## src/hdl/selsort_pkg.sv

```systemverilog
`timescale 1ns / 1ps

package selsort_pkg;

	localparam int DATA_WIDTH = 32;

	typedef enum logic [1:0] {
		ST_LOAD,
		ST_SCAN,
		ST_WAIT,
		ST_EMIT
	} state_t;

	typedef struct packed {
		logic load;
		logic start;
		logic issue;
		logic emit;
	} cmd_t;

	typedef struct packed {
		logic last_issue;
		logic rd_busy;
		logic last_pass;
		logic out_free;
	} sts_t;

endpackage

```

## src/hdl/selection_sorter.sv

```systemverilog
`timescale 1ns / 1ps

// Collects signed values, one item per cycle, until an item with tlast arrives,
// then returns them in ascending order with tlast on the last one. At most
// CAPACITY values are kept: items beyond that are discarded and every result
// of that run carries tuser set. No item is taken while a run is being sorted
// or returned. Each result position scans the remaining entries through the
// single read port of the element store; the smallest one is returned and the
// entry at the head of the scan is written into its slot.
module selection_sorter
	import selsort_pkg::*;
#(
	parameter int CAPACITY    = 64,
	parameter int VALUE_WIDTH = 32
) (
	input  logic                  clk,
	input  logic                  arst_n,
	input  logic                  s_tvalid,
	output logic                  s_tready,
	input  logic [DATA_WIDTH-1:0] s_tdata,  // value
	input  logic                  s_tlast,  // last_item
	output logic                  m_tvalid,
	input  logic                  m_tready,
	output logic [DATA_WIDTH-1:0] m_tdata,  // sorted_value
	output logic                  m_tlast,  // final_result
	output logic                  m_tuser   // dropped
);

	cmd_t cmd;
	sts_t sts;

	selsort_ctrl u_ctrl (
		.clk      (clk),
		.arst_n   (arst_n),
		.in_valid (s_tvalid),
		.in_last  (s_tlast),
		.in_ready (s_tready),
		.sts      (sts),
		.cmd      (cmd)
	);

	selsort_dp #(
		.CAPACITY    (CAPACITY),
		.VALUE_WIDTH (VALUE_WIDTH)
	) u_dp (
		.clk       (clk),
		.arst_n    (arst_n),
		.cmd       (cmd),
		.sts       (sts),
		.in_value  (signed'(s_tdata)),
		.out_valid (m_tvalid),
		.out_ready (m_tready),
		.out_data  (m_tdata),
		.out_last  (m_tlast),
		.out_drop  (m_tuser)
	);

endmodule

```

## src/hdl/selsort_ctrl.sv

```systemverilog
`timescale 1ns / 1ps

module selsort_ctrl
	import selsort_pkg::*;
(
	input  logic clk,
	input  logic arst_n,
	input  logic in_valid,
	input  logic in_last,
	output logic in_ready,
	input  sts_t sts,
	output cmd_t cmd
);

	state_t state_q;
	state_t state_d;

	always_ff @(posedge clk or negedge arst_n) begin
		if (!arst_n) begin
			state_q <= ST_LOAD;
		end else begin
			state_q <= state_d;
		end
	end

	always_comb begin
		state_d = state_q;
		case (state_q)
			ST_LOAD: begin
				if (in_valid && in_last) begin
					state_d = ST_SCAN;
				end
			end
			ST_SCAN: begin
				if (sts.last_issue) begin
					state_d = ST_WAIT;
				end
			end
			ST_WAIT: begin
				if (!sts.rd_busy) begin
					state_d = ST_EMIT;
				end
			end
			ST_EMIT: begin
				if (sts.out_free) begin
					state_d = sts.last_pass ? ST_LOAD : ST_SCAN;
				end
			end
			default: begin
				state_d = ST_LOAD;
			end
		endcase
	end

	always_comb begin
		in_ready  = 1'b0;
		cmd       = '0;
		case (state_q)
			ST_LOAD: begin
				in_ready  = 1'b1;
				cmd.load  = in_valid;
				cmd.start = in_valid && in_last;
			end
			ST_SCAN: begin
				cmd.issue = 1'b1;
			end
			ST_WAIT: begin
			end
			ST_EMIT: begin
				cmd.emit = sts.out_free;
			end
			default: begin
			end
		endcase
	end

endmodule

```

## src/hdl/selsort_dp.sv

```systemverilog
`timescale 1ns / 1ps

module selsort_dp
	import selsort_pkg::*;
#(
	parameter int CAPACITY    = 64,
	parameter int VALUE_WIDTH = 32
) (
	input  logic                         clk,
	input  logic                         arst_n,
	input  cmd_t                         cmd,
	output sts_t                         sts,
	input  logic signed [DATA_WIDTH-1:0] in_value,
	output logic                         out_valid,
	input  logic                         out_ready,
	output logic        [DATA_WIDTH-1:0] out_data,
	output logic                         out_last,
	output logic                         out_drop
);

	localparam int CW = $clog2(CAPACITY + 1);
	localparam int AW = $clog2(CAPACITY);

	logic signed [VALUE_WIDTH-1:0] mem [CAPACITY];

	logic [CW-1:0] cnt_q;
	logic          overflow_q;
	logic [AW-1:0] i_q;
	logic [AW-1:0] j_q;
	logic [AW-1:0] last_idx;

	logic signed [VALUE_WIDTH-1:0] rdata_s1;
	logic                          vld_s1;
	logic [AW-1:0]                 idx_s1;

	logic [AW-1:0]                 best_q;
	logic signed [VALUE_WIDTH-1:0] best_val_q;
	logic signed [VALUE_WIDTH-1:0] head_val_q;
	logic [AW-1:0]                 best_d;
	logic signed [VALUE_WIDTH-1:0] best_val_d;
	logic signed [VALUE_WIDTH-1:0] head_val_d;

	logic signed [VALUE_WIDTH-1:0] in_ext;
	logic                          has_room;
	logic                          out_valid_q;

	assign in_ext   = VALUE_WIDTH'(in_value);
	assign has_room = (cnt_q < CW'(CAPACITY));
	assign last_idx = AW'(cnt_q - CW'(1));

	assign sts.last_issue = (j_q == last_idx);
	assign sts.rd_busy    = vld_s1;
	assign sts.last_pass  = (i_q == last_idx);
	assign sts.out_free   = !out_valid_q || out_ready;

	// element store: one write port, one registered read port
	always_ff @(posedge clk) begin
		if (cmd.load && has_room) begin
			mem[AW'(cnt_q)] <= in_ext;
		end else if (cmd.emit) begin
			mem[best_q] <= head_val_q;
		end
		if (cmd.issue) begin
			rdata_s1 <= mem[j_q];
		end
		idx_s1 <= j_q;
	end

	always_ff @(posedge clk or negedge arst_n) begin
		if (!arst_n) begin
			cnt_q      <= '0;
			overflow_q <= 1'b0;
			i_q        <= '0;
			j_q        <= '0;
			vld_s1     <= 1'b0;
		end else begin
			vld_s1 <= cmd.issue;
			if (cmd.load) begin
				if (has_room) begin
					cnt_q <= cnt_q + CW'(1);
				end else begin
					overflow_q <= 1'b1;
				end
			end
			if (cmd.start) begin
				i_q <= '0;
				j_q <= '0;
			end else if (cmd.issue) begin
				j_q <= j_q + AW'(1);
			end else if (cmd.emit) begin
				i_q <= i_q + AW'(1);
				j_q <= i_q + AW'(1);
			end
			if (cmd.emit && sts.last_pass) begin
				cnt_q      <= '0;
				overflow_q <= 1'b0;
			end
		end
	end

	// running minimum, first smallest wins on ties
	always_comb begin
		best_d     = best_q;
		best_val_d = best_val_q;
		head_val_d = head_val_q;
		if (vld_s1) begin
			if (idx_s1 == i_q) begin
				best_d     = idx_s1;
				best_val_d = rdata_s1;
				head_val_d = rdata_s1;
			end else if (rdata_s1 < best_val_q) begin
				best_d     = idx_s1;
				best_val_d = rdata_s1;
			end
		end
	end

	always_ff @(posedge clk) begin
		best_q     <= best_d;
		best_val_q <= best_val_d;
		head_val_q <= head_val_d;
	end

	// output register
	always_ff @(posedge clk or negedge arst_n) begin
		if (!arst_n) begin
			out_valid_q <= 1'b0;
		end else if (cmd.emit) begin
			out_valid_q <= 1'b1;
		end else if (out_ready) begin
			out_valid_q <= 1'b0;
		end
	end

	always_ff @(posedge clk) begin
		if (cmd.emit) begin
			out_data <= DATA_WIDTH'(best_val_q);
			out_last <= sts.last_pass;
			out_drop <= overflow_q;
		end
	end

	assign out_valid = out_valid_q;

endmodule

```

## config.mk

```make
export PLATFORM = sky130hd
export DESIGN_NAME = selection_sorter
export DESIGN_NICKNAME = d
export VERILOG_FILES = /design/src/hdl/selsort_pkg.sv /design/src/hdl/selection_sorter.sv /design/src/hdl/selsort_ctrl.sv /design/src/hdl/selsort_dp.sv
export SDC_FILE = /design/constraint.sdc
export NUM_CORES = 2
export LEC_CHECK = 0
export ABC_AREA = 1
export BUFFER_PORTS_ARGS = -buffer_cell sky130_fd_sc_hd__buf_2
export CAP_MARGIN = 5
export CORE_MARGIN = 2
export CORE_UTILIZATION = 41
export CTS_CLUSTER_SIZE = 25
export DETAILED_ROUTE_END_ITERATION = 7
export HOLD_SLACK_MARGIN = 0.12
export PLACE_DENSITY = 0.57
export SLEW_MARGIN = 20
export SYNTH_ARGS = -nofsm -noshare
export SYNTH_HDL_FRONTEND = slang
export SYNTH_HIERARCHICAL = 1
export SYNTH_SLANG_ARGS = --single-unit
```

## constraint.sdc

```tcl
create_clock -name clk -period 17.3 [get_ports clk]
set_input_delay 5.19 -clock clk [delete_from_list [all_inputs] [get_ports clk]]
set_output_delay 5.19 -clock clk [all_outputs]
set_load 0.01 [all_outputs]
```

# After elaboration in Yosys (flattened, before gate mapping)
# Memory sizes are Yosys's and may differ from the RTL's. A register that Yosys moved wholly into a read port is not among the register bits.
# Index checks and enable logic that the tools add are counted.
[classes]
n_addsub = 4
n_mux = 35
magnitude_cmp = 2
bitwise_logic = 0
reduce_logical = 19
shift = 0
eq_ne = 12
n_mul = 0
n_div = 0
[ops]
columns = ["cell", "count"]
rows = [
  ["32-bit two-way mux", 3],
  ["6-bit two-way mux", 8],
  ["32-bit < comparator", 1],
  ["32-bit OR reduction", 1],
  ["7-bit two-way mux", 3],
  ["6-bit == test", 3],
  ["1-bit two-way mux", 15],
  ["6-bit by 1-bit adder with 6-bit output (second input constant)", 2],
  ["2-bit two-way mux", 5],
  ["2-bit AND reduction", 5],
  ["2-bit nonzero test", 5],
  ["2-bit inequality test (second input constant)", 4],
  ["2-bit one-hot mux with 4 select lines", 1],
  ["7-bit by 1-bit adder with 7-bit output (second input constant)", 1],
  ["7-bit < comparator (second input constant)", 1],
  ["6-bit by 1-bit subtractor with 6-bit output (second input constant)", 1],
  ["2-bit == test (second input constant)", 2],
  ["2-bit by 1-bit inequality test with 1-bit output (second input constant)", 2],
  ["4-bit AND reduction", 1],
  ["1-bit logical AND", 3],
  ["3-bit nonzero test", 1],
  ["2-bit by 1-bit == test with 1-bit output (second input constant)", 1],
  ["2-bit zero test", 1],
  ["1-bit zero test", 1],
  ["1-bit logical OR", 1],
]
[word_totals]
rom_bits = 0
out_inout_bits = 36
latch_bits = 0
ramBits = 2048
elab_cells = 87
mem_count = 1
inputBits = 37
ff_bits = 134
[mem_list]
columns = ["memory", "depth", "word_bits", "read_ports", "rd_ports_with_merged_regs", "wr", "line_no", "source"]
rows = [
  ["u_dp.mem", 64, 32, 1, 1, 1, "selsort_dp.sv:24", "logic signed [VALUE_WIDTH-1:0] mem [CAPACITY];"],
]

# Longest topological paths before layout
[depth]
ltp_word = 8
ltp_mapped = 16
depth_no_buf = 15

# Cells and area by module
# Netlist, hierarchy kept.
[modules_own_cells]
columns = ["mod", "seq_area_each_um2", "n_inst", "cells_per_inst", "area_each_um2"]
rows = [
  ["selsort_dp", 66253.5, 1, 6841, 87705.4],
  ["selsort_ctrl", 50.0, 1, 35, 239.0],
]

# Least setup slack after synthesis
# OpenSTA, ideal clock, no wires.
[synth_path]
kind = "input-to-reg"
startpoint = "input m_tready"
endpoint = "memory u_dp.mem[48][0] (enable)"
required_time_ps = 16798
path_slack_ps = 6616
t_arrival_ps = 10182
path_buffers = 1
setup_time_ps = 502
stages = 9
path_cell_list = "inv_1 nand2_1 nand2_1 inv_1 nand2_2 buf_4 o21ai_2 inv_1 nor4_1"
[synth_lines]
columns = ["item", "line_no", "source"]
rows = [
  ["from (decl)", "selection_sorter.sv:23", "input logic m_tready,"],
  ["to (decl)", "selsort_dp.sv:24", ""],
]

==> impl_results.md <==
* Final Max Slew Viols at 0
* Starting DRT DRC Count at a little under 7000
* Synth area leader: edfxtp_1
* Crit path required time at 17.77 ns
* P&R area growth vs syn at 12.1%
* CTS root buffer: clkbuf_16
* CORE AREA at 214000 um2
* DRT Pass-1 Iters at 8
* Unrepaired setup endpoints after global routing: no
* Slowest CP cell: nor2_4
* GR Util met1 at between 30% and 40%
* Die area at 218000 um2
* Crit Path Class: in -> reg
* DRC Markers at 0
* Layout cells sized above 1 at under 10%
* Maximum clock frequency at 0.116 GHz
* Routed len/inst at between 20 and 30 um
* Area contributors post-synth: edfxtp_1 75%, nand2_1 6.4%, o21ai_0 3.1%
* Share of flip-flops with an asynchronous set or reset at 1.08%
* Commonest non-fill, non-tap cell in the layout: edfxtp_1
* GR Overflow Total at 0
* Via density at approximately 5.6
* FILL cells at 18900
* Worst slew pin tran at between 1 and 1.5 ns
* Setup violations, final at 0
* Leakage Power at 0.0335 uW
* Initial Utilization at around two fifths
* Post-Route WL at 255000 um
* CTS Sinks at 2214
* Min cycle time layout at ~8.6 ns
* Largest net degree at the start of global routing at ~150
* Routability cong. at about 0.89
* Fin crit share at 49.7%
* Commonest cells after routing, fill and taps aside: 2184 x edfxtp_1, 1488 x nand2_1, 548 x o21ai_0, 538 x nor2_1, 488 x a21oi_1
* Count of cell types in the netlist at 40
* CP bufs+invs at 7
* ANT nets after route at 0
* Gr busiest metal: met2
* YS warnings at 6
* Setup crit end kind: flip-flop
* First-pass GRT wire length at ~360000 um
* Die Width at ~470 um
* Met2 usage at between 30% and 40%
* Pwr/cell area at approximately 110 nW/um2
* Area share of the largest cell type after synthesis at 74.6%
* # Post-CTS Setup Buffers at 0
* Worst skew pair latency at just under 0.9 ns
* Clk pin slew, worst setup/hold paths at 0.06 ns
* Synth Instances at around 6900
* Post-Syn Area at ~88000 um2
* CTS tree: built
* Fin. Hold Viols at 0
* Met3 Usage GRT at 3.93%
* Mapped Nets at roughly 7000
* Slowest stage delay, CP at 0.88 ns
* Status: completed
* H-Tree Depth at 4
* Vias at around 55000
* PnR Total Power at 10600 uW
* CTS-repair resized insts at 0
* Top Ports at 73
* Core Util, Final at 46.1%
* Crit path DAT at about 9.1 ns
* Cell family with most CP delay: buffers and inverters
* Dpl hpwl at 138000 um
* Syn avg cell area at roughly 13 um2
* WHS at between 0.4 and 0.5 ns
* Nets at just under 7000
* CP max FO at 44
* Hold WC Path Type: reg -> reg
* Hold Buf Count CTS at 0
* Slew Limit Headroom at between 20 and 25%
* Die height at ~470 um
* Setup Total Neg Slack at 0 ns
* Max clock buf depth at 3
* Peak supply drop at slightly below 0.09 mV
* Vias in the first global route at 51100
* CTS buffer count at about 220
* Port-buffer cells at 72
* Startpoint types: input port
* Post-synth EDFFs at roughly 2200
* MaxCap Viol Count at 0
* Main flop type after synthesis: edfxtp_1
* Register area share after synthesis at 75.4%
* Total global-route track usage at a little under a quarter
* Row count at 170
* #FFs+latches synth at 2214
* Setup Skew at around 0.042 ns
* Antenna violations before repair at 14
* CP cell instances: buf_2, inv_1, nand2_1, nand2_1, inv_1, buf_4, nand2_2, buf_4, o21ai_2, inv_1, nand4_1, buf_4, nor2_4
==> registers in the layout (all words and copies together) (netlist names), 7 cells and up <==
signal and count:
u_dp/cnt_q 7, u_dp/rdata_s1 32, u_dp/head_val_q 32, u_dp/best_val_q 32
u_dp/out_data 32, u_dp/mem 2048
==> worst paths after layout <==
kind                            depth (start not counted)  slack, ns                start                 to
worst max-delay path                                   13       8.70             m_tready   u_dp/mem[33][28]
worst min-delay path                                    0       0.44  u_dp/best_val_q[18]  u_dp/out_data[18]
worst max register to register                         10      12.26          u_dp/j_q[0]   u_dp/rdata_s1[9]
worst min register to register                          0       0.44  u_dp/best_val_q[18]  u_dp/out_data[18]
max in group asynchronous                               1      12.55               arst_n        u_dp/j_q[3]
min in group asynchronous                               1       4.31               arst_n      u_dp/cnt_q[1]
==> Yosys cell counts (36+ instances only) <==
| master | instances |
|---|---|
| edfxtp_1 | 2184 |
| nand2_1 | 1490 |
| nor2_1 | 595 |
| o21ai_0 | 548 |
| a21oi_1 | 488 |
| nand3_1 | 292 |
| o22ai_1 | 263 |
| clkbuf_1 | 231 |
| nor3_1 | 207 |
| inv_1 | 120 |
| buf_2 | 104 |
| ha_1 | 40 |
| buf_4 | 39 |
| buf_1 | 36 |
==> worst register-to-register path, stage by stage (launching register included) <==
cell,delay (ns)
dfrtp_4,0.99
inv_16,0.29
buf_4,0.72
buf_12,0.35
nand2_1,0.52
a21oi_1,0.08
nor3_1,0.48
nand2_1,0.11
nand3_1,0.34
nand3_1,0.53
and2_1,0.38
==> layer usage <==
| layer | up-vias | share of wire, % |
|---|---|---|
| met5 | - | 0.032 |
| met3 | 375 | 8.3 |
| met4 | 12 | 3.7 |
| li1 | 24800 | - |
| met1 | 27900 | 43 |
| met2 | 2323 | 45 |
==> through the flow <==
stage	cells	cell area [um2]	setup WS, ns
4_1_cts	9864	98400	8.79
5_1_grt	9874	98600	8.58
3_5_place_dp	9460	91400	7.88
2_1_floorplan	6876	87900	6.62
3_3_place_gp	9456	91300	7.89
6_report	9884	98600	8.70
==> cells by family after synthesis <==
group                      Yosys count  synth area share [%]
and+or+nand+nor                   2644                  12.2
muxes                               59                 0.717
buffers and inverters              553                  2.81
xor gates and xnor gates            17                 0.169
AOI/OAI and AO/OA                 1349                  8.17
DFF                               2214                  75.4
adders and majority gates           40                 0.569
==> final cells by class <==
cell class	count	area [um2]	share of cell area, %
clock inverter	129	1140	1.16
sequential	2214	66300	67.3
inverter	128	517	0.524
timing repair buffer	180	1450	1.47
multi-input combinational	4109	19800	20.0
clock buffer	275	5840	5.92
tap	2838	3550	3.60
antenna	11	27.5	0.0279
==> report_power, final <==
| group | total, uW | switching (uW) | internal [uW] |
|---|---|---|---|
| Combinational | 119 | 111 | 8.75 |
| Clock | 4620 | 2070 | 2550 |
| Sequential | 5890 | 0.00000000000000918 | 5890 |
No activity file was read; power rests on OpenSTA's default activity.
